[src/design/mpeg_audio_frame_crc_check_macros.svh]
// ----------------------------------------------------------------------------
// Assertion macros for the MPEG audio frame CRC checker
// Clocked, reset-qualified property wrappers used by the top-level RTL file.
// ----------------------------------------------------------------------------
`ifndef MPEG_AUDIO_FRAME_CRC_CHECK_MACROS_SVH
`define MPEG_AUDIO_FRAME_CRC_CHECK_MACROS_SVH

// Implication checked at every clock edge outside reset.
`define MAFCC_ASSERT_IMP(label, clk, rst_n, ante, cons, msg) \
    label: assert property (@(posedge clk) disable iff (!rst_n) (ante) |-> (cons)) \
        else $error(msg);

// Invariant checked at every clock edge outside reset.
`define MAFCC_ASSERT_ALWAYS(label, clk, rst_n, expr, msg) \
    label: assert property (@(posedge clk) disable iff (!rst_n) (expr)) \
        else $error(msg);

`endif

[src/design/mafcc_pkg.sv]
// ----------------------------------------------------------------------------
// MPEG audio frame CRC checker package
// Verdict codes, CRC constants and side-info lengths.
// ----------------------------------------------------------------------------
package mafcc_pkg;

    typedef enum logic [1:0] {
        ST_OK          = 2'd0,
        ST_MISMATCH    = 2'd1,
        ST_UNPROTECTED = 2'd2,
        ST_NOT_LAYER3  = 2'd3
    } t_status;

    localparam logic [15:0] CRC_POLY = 16'h8005;
    localparam logic [15:0] CRC_SEED = 16'hFFFF;

    localparam logic [5:0] SI_MPEG1_STEREO = 6'd32;
    localparam logic [5:0] SI_MPEG1_MONO   = 6'd17;
    localparam logic [5:0] SI_MPEG2_STEREO = 6'd17;
    localparam logic [5:0] SI_MPEG2_MONO   = 6'd9;

    // Byte positions inside a frame.
    localparam logic [5:0] POS_CRC_FIRST = 6'd2;
    localparam logic [5:0] POS_HDR_LAST  = 6'd3;
    localparam logic [5:0] POS_SI_FIRST  = 6'd6;
    // Highest position held while a frame is still open.
    localparam logic [5:0] POS_OPEN_MAX  = 6'd37;

    localparam logic [1:0] LAYER3_CODE = 2'd1;
    localparam logic [1:0] MODE_MONO   = 2'd3;

    function automatic logic [5:0] side_info_len(input logic [31:0] hdr);
        logic mono;
        mono = (hdr[7:6] == MODE_MONO);
        if (hdr[19]) begin
            return mono ? SI_MPEG1_MONO : SI_MPEG1_STEREO;
        end
        return mono ? SI_MPEG2_MONO : SI_MPEG2_STEREO;
    endfunction

endpackage

[src/design/mafcc_crc_step.sv]
// ----------------------------------------------------------------------------
// CRC-16 byte step
// Advances a CRC-16 (polynomial 0x8005, MSB first) by one data byte.
// ----------------------------------------------------------------------------
module mafcc_crc_step (
    input  logic [15:0] i_crc,
    input  logic [7:0]  i_byte,
    output logic [15:0] o_crc
);
    import mafcc_pkg::*;

    always_comb begin
        logic [15:0] x;
        x = i_crc ^ {i_byte, 8'h00};
        for (int k = 0; k < 8; k++) begin
            if (x[15]) begin
                x = {x[14:0], 1'b0} ^ CRC_POLY;
            end else begin
                x = {x[14:0], 1'b0};
            end
        end
        o_crc = x;
    end

endmodule

[src/design/mpeg_audio_frame_crc_check.sv]
// ----------------------------------------------------------------------------
// MPEG audio layer 3 frame CRC checker
// A verdict goes from the byte in the input register into the output register, which drives o_valid.
// Throughput: one byte per cycle while the result side keeps up, set by the single-byte CRC step.
// Reset (i_rst_n low, synchronous) empties both stages and closes any frame.
// ----------------------------------------------------------------------------
`include "mpeg_audio_frame_crc_check_macros.svh"

module mpeg_audio_frame_crc_check (
    input  logic        i_clk,
    input  logic        i_rst_n,
    input  logic        i_valid,
    output logic        o_ready,
    input  logic [7:0]  i_data_byte,
    input  logic        i_frame_start,
    output logic        o_valid,
    input  logic        i_ready,
    output logic [1:0]  o_status,
    output logic [15:0] o_crc_calc,
    output logic [15:0] o_crc_stored
);
    import mafcc_pkg::*;

    // The design has two stages. The input register captures one byte
    // request. The second stage updates the frame state (position, header,
    // running CRC, stored CRC) and, when the byte closes the checked part of
    // a frame, loads the verdict into the output register. The input stage
    // advances whenever the output register is empty or being drained, so a
    // byte is taken every cycle while the consumer keeps up.

    // Input register.
    logic        r_in_valid;
    logic [7:0]  r_byte;
    logic        r_start;

    // Frame state.
    logic        r_active, n_active;
    logic [5:0]  r_pos, n_pos;
    logic [31:0] r_hdr, n_hdr;
    logic [15:0] r_crc, n_crc;
    logic [15:0] r_fcv, n_fcv;

    // Output register.
    logic        r_out_valid;
    t_status     r_status, n_status;
    logic [15:0] r_crc_calc, n_crc_calc;
    logic [15:0] r_crc_stored, n_crc_stored;

    logic        advance;
    logic        emit;
    logic [15:0] crc_base;
    logic [15:0] crc_next;

    assign advance = !r_out_valid || i_ready;
    assign o_ready = !r_in_valid || advance;

    always_ff @(posedge i_clk) begin
        if (!i_rst_n) begin
            r_in_valid <= 1'b0;
        end else if (o_ready) begin
            r_in_valid <= i_valid;
        end
    end

    always_ff @(posedge i_clk) begin
        if (o_ready && i_valid) begin
            r_byte  <= i_data_byte;
            r_start <= i_frame_start;
        end
    end

    // A frame start discards whatever frame was open, so the CRC begins from
    // its initial value on the first byte of every frame.
    assign crc_base = r_start ? CRC_SEED : r_crc;

    mafcc_crc_step u_crc_step (
        .i_crc  (crc_base),
        .i_byte (r_byte),
        .o_crc  (crc_next)
    );

    always_comb begin
        logic        act;
        logic [5:0]  pos;
        logic [31:0] hdr_base;
        logic [15:0] fcv_base;
        logic [31:0] hdr_new;
        logic [6:0]  si_end;

        act      = r_start || r_active;
        pos      = r_start ? 6'd0 : r_pos;
        hdr_base = r_start ? 32'd0 : r_hdr;
        fcv_base = r_start ? 16'd0 : r_fcv;
        hdr_new  = {hdr_base[23:0], r_byte};
        si_end   = {1'b0, POS_SI_FIRST} + {1'b0, side_info_len(hdr_base)};

        n_active     = act;
        n_pos        = pos;
        n_hdr        = hdr_base;
        n_crc        = crc_base;
        n_fcv        = fcv_base;
        emit         = 1'b0;
        n_status     = ST_OK;
        n_crc_calc   = 16'd0;
        n_crc_stored = 16'd0;

        if (act) begin
            n_pos = pos + 6'd1;
            if (pos <= POS_HDR_LAST) begin
                // Header bytes; only bytes 2 and 3 enter the CRC.
                n_hdr = hdr_new;
                if (pos >= POS_CRC_FIRST) begin
                    n_crc = crc_next;
                end
                if (pos == POS_HDR_LAST) begin
                    if (hdr_new[16]) begin
                        emit     = 1'b1;
                        n_status = ST_UNPROTECTED;
                    end else if (hdr_new[18:17] != LAYER3_CODE) begin
                        emit     = 1'b1;
                        n_status = ST_NOT_LAYER3;
                    end
                end
            end else if (pos < POS_SI_FIRST) begin
                // Stored CRC, big-endian.
                n_fcv = {fcv_base[7:0], r_byte};
            end else begin
                // Side information.
                n_crc = crc_next;
                if (({1'b0, pos} + 7'd1) >= si_end) begin
                    emit         = 1'b1;
                    n_status     = (crc_next == fcv_base) ? ST_OK : ST_MISMATCH;
                    n_crc_calc   = crc_next;
                    n_crc_stored = fcv_base;
                end
            end
            if (emit) begin
                n_active = 1'b0;
            end
        end
    end

    always_ff @(posedge i_clk) begin
        if (!i_rst_n) begin
            r_active <= 1'b0;
            r_pos    <= 6'd0;
            r_hdr    <= 32'd0;
            r_crc    <= CRC_SEED;
            r_fcv    <= 16'd0;
        end else if (r_in_valid && advance) begin
            r_active <= n_active;
            r_pos    <= n_pos;
            r_hdr    <= n_hdr;
            r_crc    <= n_crc;
            r_fcv    <= n_fcv;
        end
    end

    always_ff @(posedge i_clk) begin
        if (!i_rst_n) begin
            r_out_valid <= 1'b0;
        end else if (advance) begin
            r_out_valid <= r_in_valid && emit;
        end
    end

    always_ff @(posedge i_clk) begin
        if (r_in_valid && advance && emit) begin
            r_status     <= n_status;
            r_crc_calc   <= n_crc_calc;
            r_crc_stored <= n_crc_stored;
        end
    end

    assign o_valid      = r_out_valid;
    assign o_status     = r_status;
    assign o_crc_calc   = r_crc_calc;
    assign o_crc_stored = r_crc_stored;

    // A pass verdict always carries equal CRC values, a fail verdict unequal
    // ones, and the unchecked verdicts carry zeros.
    logic        crc_equal;
    logic        crc_zero;
    logic        out_ok;
    logic        out_bad;
    logic        out_unchecked;

    assign crc_equal     = (r_crc_calc == r_crc_stored);
    assign crc_zero      = (r_crc_calc == 16'd0) && (r_crc_stored == 16'd0);
    assign out_ok        = o_valid && (r_status == ST_OK);
    assign out_bad       = o_valid && (r_status == ST_MISMATCH);
    assign out_unchecked = o_valid &&
                           ((r_status == ST_UNPROTECTED) || (r_status == ST_NOT_LAYER3));

    `MAFCC_ASSERT_IMP(a_ok_equal, i_clk, i_rst_n, out_ok, crc_equal, "pass verdict, CRCs differ")
    `MAFCC_ASSERT_IMP(a_bad_differs, i_clk, i_rst_n, out_bad, !crc_equal, "fail, CRCs equal")
    `MAFCC_ASSERT_IMP(a_unchecked_zero, i_clk, i_rst_n, out_unchecked, crc_zero, "CRC not zero")
    `MAFCC_ASSERT_IMP(a_pos_bound, i_clk, i_rst_n, r_active, r_pos <= POS_OPEN_MAX, "overrun")

endmodule

[config.mk]
export PLATFORM = sky130hd
export DESIGN_NAME = mpeg_audio_frame_crc_check
export DESIGN_NICKNAME = d
export VERILOG_FILES = /design/src/design/mafcc_pkg.sv /design/src/design/mafcc_crc_step.sv /design/src/design/mpeg_audio_frame_crc_check.sv
export VERILOG_INCLUDE_DIRS = /design/src /design/src/design
export SDC_FILE = /design/constraint.sdc
export NUM_CORES = 1
export LEC_CHECK = 0
export ABC_AREA = 1
export BUFFER_PORTS_ARGS = -buffer_cell sky130_fd_sc_hd__buf_2
export CORE_ASPECT_RATIO = 1.5
export CORE_MARGIN = 4
export CORE_UTILIZATION = 24
export CTS_CLUSTER_DIAMETER = 30
export DETAILED_ROUTE_END_ITERATION = 10
export GPL_TIMING_DRIVEN = 0
export SLEW_MARGIN = 20
export SYNTH_ARGS = -nofsm -noshare
export SYNTH_HDL_FRONTEND = slang
export SYNTH_SLANG_ARGS = --single-unit
[constraint.sdc]
create_clock -name i_clk -period 3.69 [get_ports i_clk]
set_input_delay 0 -clock i_clk [delete_from_list [all_inputs] [get_ports i_clk]]
set_output_delay 0 -clock i_clk [all_outputs]
set_load 0.03 [all_outputs]
==> flow_metrics.env, run 1 <==
export IMPL_wire_per_inst_um=15.5
export IMPL_drive_gt1_share_pct=15.6
export IMPL_fin_worst_skew_ns=0.0139
export IMPL_multi_input_area_mm2=0.00233
export IMPL_async_flop_share_pct=0
export IMPL_synth_top_area_cell="edfxtp_1"
export IMPL_cp_top_family="simple AND/OR/NAND/NOR gates"
export IMPL_cpMostUsedCell="nand2_1"
export IMPL_area_growth_syn_to_layout_pct=19.6
export IMPL_viasPerCell=4.63
export IMPL_drt_first_iter_violations=381
export IMPL_fin_nets=759
export IMPL_hpwlAfterDp_um=11800
export IMPL_ys_top_cells_by_count="nand2_1 (188), inv_1 (71), nor2_1 (61)"
export IMPL_track_usage_pct=13.4
export IMPL_startpoint_type="register"
export IMPL_tritoncts="yes"
export IMPL_rsz0062_at_grt="no"
export IMPL_start_util_pct=24.3
export IMPL_gp_congestion=0.922
export IMPL_p_total_mw=2.50
export IMPL_worst_pin_slew_ns=0.717
export IMPL_synth_seq_cells=95
export IMPL_cap_violations=0
export IMPL_required_ns=3.75
export IMPL_die_area_mm2=0.0237
export IMPL_max_freq_mhz=287
export IMPL_synth_top_cell_area_share_pct=25.3
export IMPL_synth_main_ff_cell="dfxtp_1"
export IMPL_critPathMaxFanout=17
export IMPL_setup_violations=0
export IMPL_pin_count=49
export IMPL_crit_slowest_cell="edfxtp_1"
export IMPL_firstDrtPassIters=5
export IMPL_leakage_nw=2.81
export IMPL_clk_latency_ns=0.36
export IMPL_crit_arrival_ns=3.54
export IMPL_cpPeakStageDelay_ns=0.41
export IMPL_vias=4690
export IMPL_io_buffers=48
export IMPL_maxSlewViolCount=0
export IMPL_grt_pass1_vias=4509
export IMPL_synth_most_common_cell="nand2_1"
export IMPL_antenna_found_initial=0
export IMPL_r2r_start="r_start"
export IMPL_worstSetupStartpoint="r_start"
export IMPL_syn_area_per_cell_um2=7.64
export IMPL_crit_chain="buf_6, buf_12, buf_4, nor2_2, ha_1, nand2_1, nor2_1, xnor2_1, ha_1, o211ai_1, o31ai_1, nand2_1, nand2_1, nand2_1, nand2_1, nand2_4, inv_16"
export IMPL_syn_inst=668
export IMPL_hp_class="input pin to register"
export IMPL_h_tree_depth=3
export IMPL_synth_seq_area_share_pct=45.7
export IMPL_fin_ws_ns=0.210
export IMPL_synth_edf_count=43
export IMPL_worst_setup_path_type="register to register"
export IMPL_root_buffer="clkbuf_16"
export IMPL_synth_cell_types=40
export IMPL_nFillCells=2303
export IMPL_crit_end="o_crc_calc[3]"
export IMPL_cts_buffers=9
export IMPL_clkTransAtPathRegs_ns=0.07
export IMPL_rows=65
export IMPL_grt_overflow=0
export IMPL_cp_depth=17
export IMPL_status="completed"
export IMPL_fp_coreArea_mm2=0.0210
export IMPL_routed_wl_um=15700
export IMPL_p_per_area_mw_per_mm2=409
export IMPL_synthesis_area_mm2=0.00511
export IMPL_syn_nets=689
export IMPL_worst_r2r_setup_slack_ns=0.21
export IMPL_hold_viol=0
export IMPL_grt_max_degree=35
export IMPL_drc=0
export IMPL_ir_worst_vdd_mv=0.219
export IMPL_clk_path_buf_depth=2
export IMPL_preCtsSetupSlack_ns=-0.531
export IMPL_die_x_um=127
export IMPL_synth_area_top_cells="edfxtp_1 (25%), dfxtp_1 (20%), nand2_1 (14%)"
export IMPL_clock_sinks=95
export IMPL_fin_crit_sh_pct=94.3
export IMPL_synth_warnings=0
export IMPL_worst_setup_path_end_kind="register"
export IMPL_grt_first_pass_wirelength_um=24500
export IMPL_regArea_mm2=0.00233
export IMPL_cts_setup_buffers=0
export IMPL_r2r_cells=17
export IMPL_final_antenna_net_count=0
export IMPL_crit_buf_inv=4
export IMPL_reg2reg_to="o_crc_calc[3]"
export IMPL_die_h_um=187
export IMPL_slew_headroom_pct=52.2
export IMPL_min_period_ns=3.48
==> cells in the final DEF, fill, tap and decap left out, types with 2 or more instances in the layout <==
cell type / instances
inv_2: 9
buf_2: 56
o21ai_1: 13
clkbuf_16: 9
clkbuf_1: 15
nor3_1: 6
inv_1: 70
nor2_1: 60
nor2_2: 10
nand2_1: 187
nand4_1: 5
inv_4: 2
ha_1: 8
nand3b_1: 2
edfxtp_1: 43
nor2_4: 7
a21oi_1: 46
dlygate4sd3_1: 11
nand2_2: 6
nand3_1: 22
o21ai_0: 44
nand2_4: 2
o211ai_1: 15
a211oi_1: 2
clkinv_4: 2
buf_4: 2
o221ai_1: 12
xnor2_1: 3
xor2_1: 3
dfxtp_1: 52
nand3_2: 2
==> report_power, final <==
| group | total (mW) | internal (mW) | leakage, nW | switching [mW] |
|---|---|---|---|---|
| clock | 0.903 | 0.479 | 0.133 | 0.423 |
| sequential | 1.17 | 1.13 | 0.907 | 0.0313 |
| combinational | 0.432 | 0.128 | 1.77 | 0.304 |
==> worst min path at each step <==
stage                              start        end  slack, ns  cells after the start
final                            i_rst_n   r_active       0.01                      3
after global routing             i_rst_n   r_active       0.06                      3
after CTS                        i_rst_n   r_active      0.009                      3
after detailed placement  i_data_byte[4]  r_byte[4]       0.18                      1
after global placement    i_data_byte[0]  r_byte[0]       0.18                      1
after floorplan           i_data_byte[0]  r_byte[0]        0.1                      0
==> cell type report <==
class / count / share of cell area, %
clock buffer: 12 / 4.04
clock inverter: 4 / 0.512
tap: 268 / 5.49
multi-input combinational: 464 / 38.2
timing repair inverter: 2 / 0.287
buffer: 26 / 2.27
antenna: 1 / 0.0410
sequential: 95 / 38.2
timing repair buffer: 59 / 5.74
inverter: 81 / 5.24
==> metal layers <==
layer  track usage (%)  vias to the layer above  share of wire [%]
met5                 0                        -                  0
met4              8.46                        0                4.9
met3              1.80                       37                4.9
met2              23.8                      143                 51
met1              14.7                     2167                 39
li1                  -                     2343                  -
==> registers in the layout, summed over array words and instances, names as in the netlist <==
signal and flops:
o_crc_calc 16, o_crc_stored 16, r_crc 16, r_fcv 16
r_hdr 11, r_byte 8, r_pos 6, o_status 2
o_valid 1, r_active 1, r_in_valid 1, r_start 1
==> cell families (layout without fill, tap and decap cells) <==
kind of cell	Yosys count	in the layout	synth area share, %
and+or+nand+nor	310	310	26.3
AOI/OAI and AO/OA	138	138	15.5
buffers and inverters	109	184	8.82
DFF	95	95	45.7
adders and majority gates	8	8	1.96
xor gates and xnor gates	8	8	1.67
other	0	1	0
==> tightest hold or removal path, cell delays in order <==
cell and delay (ns):
buf_2 0.11, inv_1 0.14, a221oi_1 0.07
==> through the flow <==
step	cells	TNS, ns	utilization (%)	hold WS [ns]	cell area, µm²
CTS	1010	0	28.9	0.00950	6070
global route	1011	0	29.1	0.0564	6110
finish	1012	0	29.1	0.0122	6110
detailed placement	984	-20.65	27.1	0.179	5680
floorplan	668	0	-	0.0989	5110
global placement	984	-35.71	27.1	0.179	5680
==> repair_timing <==
item / in CTS / in global routing
hold buffers: 11 / 0
endpoints found under the hold margin: 11 / 0
resized for setup: 2 / 10
pin swaps: 0 / 1
endpoints found under the setup margin: 64 / 41
gates cloned: 0 / 2
Power figures use the tool's default switching activity.
==> inputs of run 2 (changes only) <==
--- a/config.mk
+++ b/config.mk
@@ -8,9 +8,10 @@
 export LEC_CHECK = 0
 export ABC_AREA = 1
 export BUFFER_PORTS_ARGS = -buffer_cell sky130_fd_sc_hd__buf_2
+export CAP_MARGIN = 30
 export CORE_ASPECT_RATIO = 1.5
-export CORE_MARGIN = 4
 export CORE_UTILIZATION = 24
+export CTS_BUF_LIST = sky130_fd_sc_hd__clkbuf_4 sky130_fd_sc_hd__clkbuf_8 sky130_fd_sc_hd__clkbuf_16
 export CTS_CLUSTER_DIAMETER = 30
 export DETAILED_ROUTE_END_ITERATION = 10
 export GPL_TIMING_DRIVEN = 0
==> run 2 against run 1 <==
Against the previous run:
- non-clock buffer count is the same
- power rose by 0.15%
- register-to-register slack better by 0.11 ns
- first-iteration DRC count up 13%
- worst setup slack gained 0.11 ns
- clock skew decreased by 0.00066 ns
- wire length down 3.5%
- sequential share of layout area grew 0.063 points
- sequential cell count unchanged
- hold slack better by 0.019 ns
- critical path type unchanged
==> flow_metrics.env, run 2 (same netlist as run 1, synthesis figures left out) <==
export IMPL_die_area_mm2=0.0219
export IMPL_min_period_ns=3.37
export IMPL_area_growth_syn_to_layout_pct=19.4
export IMPL_status="completed"
export IMPL_fp_coreArea_mm2=0.0210
export IMPL_p_per_area_mw_per_mm2=411
export IMPL_crit_arrival_ns=3.42
export IMPL_use_met2_pct=25.5
export IMPL_worst_setup_path_type="register to register"
export IMPL_grt_max_degree=35
export IMPL_rows=65
export IMPL_grt_first_pass_wirelength_um=23500
export IMPL_critPathMaxFanout=34
export IMPL_grt_pass1_vias=4378
export IMPL_final_antenna_net_count=0
export IMPL_reg2reg_to="o_crc_calc[10]"
export IMPL_fin_ws_ns=0.325
export IMPL_worst_r2r_setup_slack_ns=0.32
export IMPL_fin_cells=1009
export IMPL_place_area_mm2=0.00568
export IMPL_grt_overflow=0
export IMPL_fin_crit_sh_pct=91.2
export IMPL_firstDrtPassIters=5
export IMPL_required_ns=3.74
export IMPL_fin_nets=757
export IMPL_hpwlAfterDp_um=11600
export IMPL_crit_end="o_crc_calc[10]"
export IMPL_final_common_cell="nand2_1"
export IMPL_io_buffers=48
export IMPL_track_usage_pct=14.3
export IMPL_r2r_cells=17
export IMPL_cts_buffers=9
export IMPL_tritoncts="yes"
export IMPL_drt_first_iter_violations=431
export IMPL_wire_per_inst_um=15.0
export IMPL_cap_violations=0
export IMPL_maxSlewViolCount=0
export IMPL_diodes=0
export IMPL_root_buffer="clkbuf_16"
export IMPL_rsz0062_at_grt="no"
export IMPL_gr_max_usage_layer="met2"
export IMPL_leakage_nw=2.79
export IMPL_hp_class="input pin to register"
export IMPL_die_x_um=121
export IMPL_startpoint_type="register"
export IMPL_worst_setup_path_end_kind="register"
export IMPL_h_tree_depth=3
export IMPL_drc=0
export IMPL_setup_violations=0
export IMPL_dpl_cell_count=984
export IMPL_gp_congestion=0.882
export IMPL_antenna_found_initial=0
export IMPL_hold_viol=0
export IMPL_viasPerCell=4.60
export IMPL_routed_wl_um=15100
export IMPL_pin_count=49
export IMPL_die_h_um=181
export IMPL_ir_worst_vdd_mv=0.194
export IMPL_finalInstanceArea_mm2=0.00610
export IMPL_preCtsSetupSlack_ns=-0.608
export IMPL_start_util_pct=24.3
export IMPL_grt_use_met1_pct=15.8
export IMPL_slew_headroom_pct=52.1
export IMPL_worstSetupStartpoint="r_start"
export IMPL_drive_gt1_share_pct=15.7
export IMPL_max_freq_mhz=297
export IMPL_fin_worst_skew_ns=0.0132
export IMPL_r2r_start="r_start"
export IMPL_worst_pin_slew_ns=0.719
export IMPL_vias=4643
export IMPL_fin_tns_setup_ns=0
export IMPL_clkTransAtPathRegs_ns=0.08
export IMPL_cts_setup_buffers=0
export IMPL_clk_path_buf_depth=2
export IMPL_clk_latency_ns=0.35
export IMPL_met3_usage_pct=1.27
export IMPL_clock_sinks=95
export IMPL_final_cell_mix="nand2_1 (188), inv_1 (70), nor2_1 (59), buf_2 (56), dfxtp_1 (52)"
## run 2: changes by cell type in the layout (fill, tap and decap cells not counted)
cell	change
clkbuf_1	-2
bufinv_16	+1
clkbuf_8	-1
clkinv_1	+1
diode_2	-1
ha_1	-1
ha_2	+1
inv_16	-1
inv_4	-1
inv_6	+1
nand2_1	+1
nand2_4	-1
nor2_1	-1
nor2_2	+1
## run 2: repair_timing
item,CTS,global route
hold buffers,11,0
setup endpoints to repair,65,46
gates resized for setup,1,9
endpoints found under the hold margin,11,0
## run 2: area by class of cell
type	instances	area, µm²
fill	2278	14900
tap	268	335
clock buffer	9	225
buffer	26	139
sequential	95	2330
timing repair buffer	59	350
inverter	81	330
clock inverter	7	55.1
multi-input combinational	464	2330
## run 2: through the flow
stage / utilization, % / power (mW) / hold slack [ns]
6_report: 29.1 / 2.50 / 0.0310
2_1_floorplan: - / 1.48 / 0.0989
3_3_place_gp: 27.1 / 1.60 / 0.199
3_5_place_dp: 27.1 / 1.61 / 0.198
4_1_cts: 28.9 / 2.53 / 0.0255
5_1_grt: 29.1 / 2.62 / 0.0857
## run 2: worst min-delay path by stage
stage,from,endpoint,depth (start not counted)
3_3_place_gp,i_data_byte[0],r_byte[0],1
2_1_floorplan,i_data_byte[0],r_byte[0],0
5_1_grt,i_rst_n,r_active,3
4_1_cts,i_rst_n,r_active,3
3_5_place_dp,i_data_byte[2],r_byte[2],1
6_report,i_rst_n,r_active,3
## run 2: report_power, final
part	internal [mW]	total, mW	switching (mW)
logic	0.128	0.429	0.301
registers	1.13	1.17	0.0317
clock network	0.465	0.909	0.444
## run 2: critical path: stages (launching register included)
cell and delay (ns):
edfxtp_1 0.42, buf_6 0.18, buf_12 0.16, buf_4 0.19
nor2_2 0.18, ha_2 0.22, nand2_1 0.08, nor2_2 0.13
xnor2_1 0.10, ha_1 0.32, o211ai_1 0.09, o31ai_1 0.21
nand2_1 0.07, nand2_1 0.08, nand2_1 0.09, nand2_1 0.09
nand2_1 0.10, bufinv_16 0.32
## run 2: layer usage
metal,vias up,share of wire (%),wire length [µm]
met5,-,0,0
met4,0,5.4,816
met3,40,4.5,686
met2,142,51,7660
met1,2122,39,5980
li1,2339,-,-
==> inputs of run 3 (changes only) <==
--- a/config.mk
+++ b/config.mk
@@ -15,6 +15,7 @@
 export CTS_CLUSTER_DIAMETER = 30
 export DETAILED_ROUTE_END_ITERATION = 10
 export GPL_TIMING_DRIVEN = 0
+export MAX_ROUTING_LAYER = met4
 export SLEW_MARGIN = 20
 export SYNTH_ARGS = -nofsm -noshare
 export SYNTH_HDL_FRONTEND = slang
==> run 3 against run 2 <==
Against the previous run:
- wire length increased by 0.60%
- hold slack improved by 0.0014 ns
- maximum frequency decreased by 2.3%
- sequential power about the same
- critical path type unchanged
- power increased by 1.8%
- clock power increased by 5.4%
- first-iteration DRC count decreased by 20%
- via count increased by 0.75%
- worst setup slack got worse by 0.078 ns
- sequential cell count unchanged
- die area unchanged
==> flow_metrics.env, run 3 (same netlist as run 1, synthesis figures left out) <==
export IMPL_fin_tns_setup_ns=0
export IMPL_io_buffers=48
export IMPL_die_x_um=121
export IMPL_startpoint_type="register"
export IMPL_cts_buffers=9
export IMPL_required_ns=3.73
export IMPL_final_cell_mix="nand2_1 (188), inv_1 (70), nor2_1 (61), buf_2 (56), dfxtp_1 (52)"
export IMPL_drc=0
export IMPL_wire_per_inst_um=15.1
export IMPL_worst_setup_path_type="register to register"
export IMPL_clkTransAtPathRegs_ns=0.07
export IMPL_rows=65
export IMPL_p_total_mw=2.55
export IMPL_track_usage_pct=14.8
export IMPL_fin_worst_skew_ns=0.0121
export IMPL_worst_pin_slew_ns=0.738
export IMPL_hold_viol=0
export IMPL_dpl_cell_count=984
export IMPL_rsz0062_at_grt="no"
export IMPL_final_common_cell="nand2_1"
export IMPL_area_growth_syn_to_layout_pct=19.3
export IMPL_routed_wl_um=15200
export IMPL_setup_violations=0
export IMPL_antenna_found_initial=0
export IMPL_drt_first_iter_violations=345
export IMPL_max_freq_mhz=290
export IMPL_start_util_pct=24.3
export IMPL_slew_headroom_pct=50.8
export IMPL_place_area_mm2=0.00568
export IMPL_h_tree_depth=3
export IMPL_fp_coreArea_mm2=0.0210
export IMPL_clk_path_buf_depth=2
export IMPL_clk_latency_ns=0.35
export IMPL_fin_crit_sh_pct=93.3
export IMPL_viasPerCell=4.64
export IMPL_tritoncts="yes"
export IMPL_critPathMaxFanout=34
export IMPL_cts_setup_buffers=0
export IMPL_root_buffer="clkbuf_16"
export IMPL_fin_nets=757
export IMPL_die_area_mm2=0.0219
export IMPL_grt_overflow=0
export IMPL_maxSlewViolCount=0
export IMPL_min_period_ns=3.44
export IMPL_ir_worst_vdd_mv=0.278
export IMPL_status="completed"
export IMPL_final_antenna_net_count=0
export IMPL_fin_cells=1009
export IMPL_drive_gt1_share_pct=15.4
export IMPL_leakage_nw=2.79
export IMPL_cap_violations=0
export IMPL_worst_setup_path_end_kind="register"
export IMPL_hpwlAfterDp_um=11600
export IMPL_die_h_um=181
export IMPL_hp_class="input pin to register"
export IMPL_gp_congestion=0.900
export IMPL_clock_sinks=95
export IMPL_diodes=0
export IMPL_grt_pass1_vias=4304
export IMPL_p_per_area_mw_per_mm2=419
export IMPL_grt_first_pass_wirelength_um=23700
export IMPL_firstDrtPassIters=5
export IMPL_crit_arrival_ns=3.48
export IMPL_pin_count=49
export IMPL_vias=4678
export IMPL_grt_max_degree=35
export IMPL_finalInstanceArea_mm2=0.00609
-- run 3: changes by cell type in the layout (fill, tap and decap cells not counted), moves of 2 or more --
| cell | before | now |
|---|---|---|
| nor2_2 | 11 | 9 |
| nor2_1 | 59 | 61 |
| clkinv_2 | 0 | 3 |
| clkinv_4 | 2 | 0 |
-- run 3: worst paths after layout --
path	start	slack [ns]	end	cells after the start
setup / recovery	r_start	0.25	o_crc_calc[11]	17
hold / removal	i_rst_n	0.03	r_active	3
setup reg to reg	r_start	0.25	o_crc_calc[11]	17
hold reg to reg	r_hdr[6]	0.47	r_hdr[6]	2
-- run 3: repair_timing --
action,4_1_cts,5_1_grt
setup endpoints to repair,64,36
resized for setup,1,5
hold buffers,11,0
hold endpoints to repair,11,0
-- run 3: final cells by class --
type	count	area, µm²
clock inverters	7	70.1
plain buffers	26	139
inverters	81	317
fillers	2311	14900
well taps	268	335
multi-input cells	464	2320
clock buffers	9	225
repair buffers	59	350
flip-flops and latches	95	2330
-- run 3: metal layers --
| layer | wire length (µm) | GRT usage, % |
|---|---|---|
| met1 | 6170 | 16.5 |
| met2 | 7750 | 25.3 |
| met3 | 591 | 1.68 |
| met4 | 724 | 8.44 |
| met5 | 0 | - |
-- run 3: worst max-delay path, stage by stage (launching register included) --
cell      delay [ns]
edfxtp_1        0.41
buf_6           0.18
buf_12          0.16
buf_4           0.19
nor2_1          0.22
ha_1            0.24
nand2_1         0.08
nor2_1          0.15
xnor2_1         0.13
ha_1            0.33
o211ai_1        0.10
o31ai_1         0.20
nand2_1         0.07
nand2_1         0.07
nand2_1         0.08
nand2_1         0.09
nand2_1         0.16
clkinv_8        0.22
-- run 3: metrics by stage --
stage	setup slack, ns	utilization (%)	hold WS [ns]
2_1_floorplan	0.214	-	0.0989
3_3_place_gp	-0.927	27.1	0.200
3_5_place_dp	-0.516	27.1	0.196
4_1_cts	0.0973	29.0	0.0174
5_1_grt	0.0213	29.0	0.0831
6_report	0.246	29.0	0.0324
-- run 3: where the power goes --
group          total (mW)  switching, mW  internal, mW
clock               0.958          0.431         0.527
combinational       0.426          0.299         0.128
sequential           1.17         0.0307          1.13
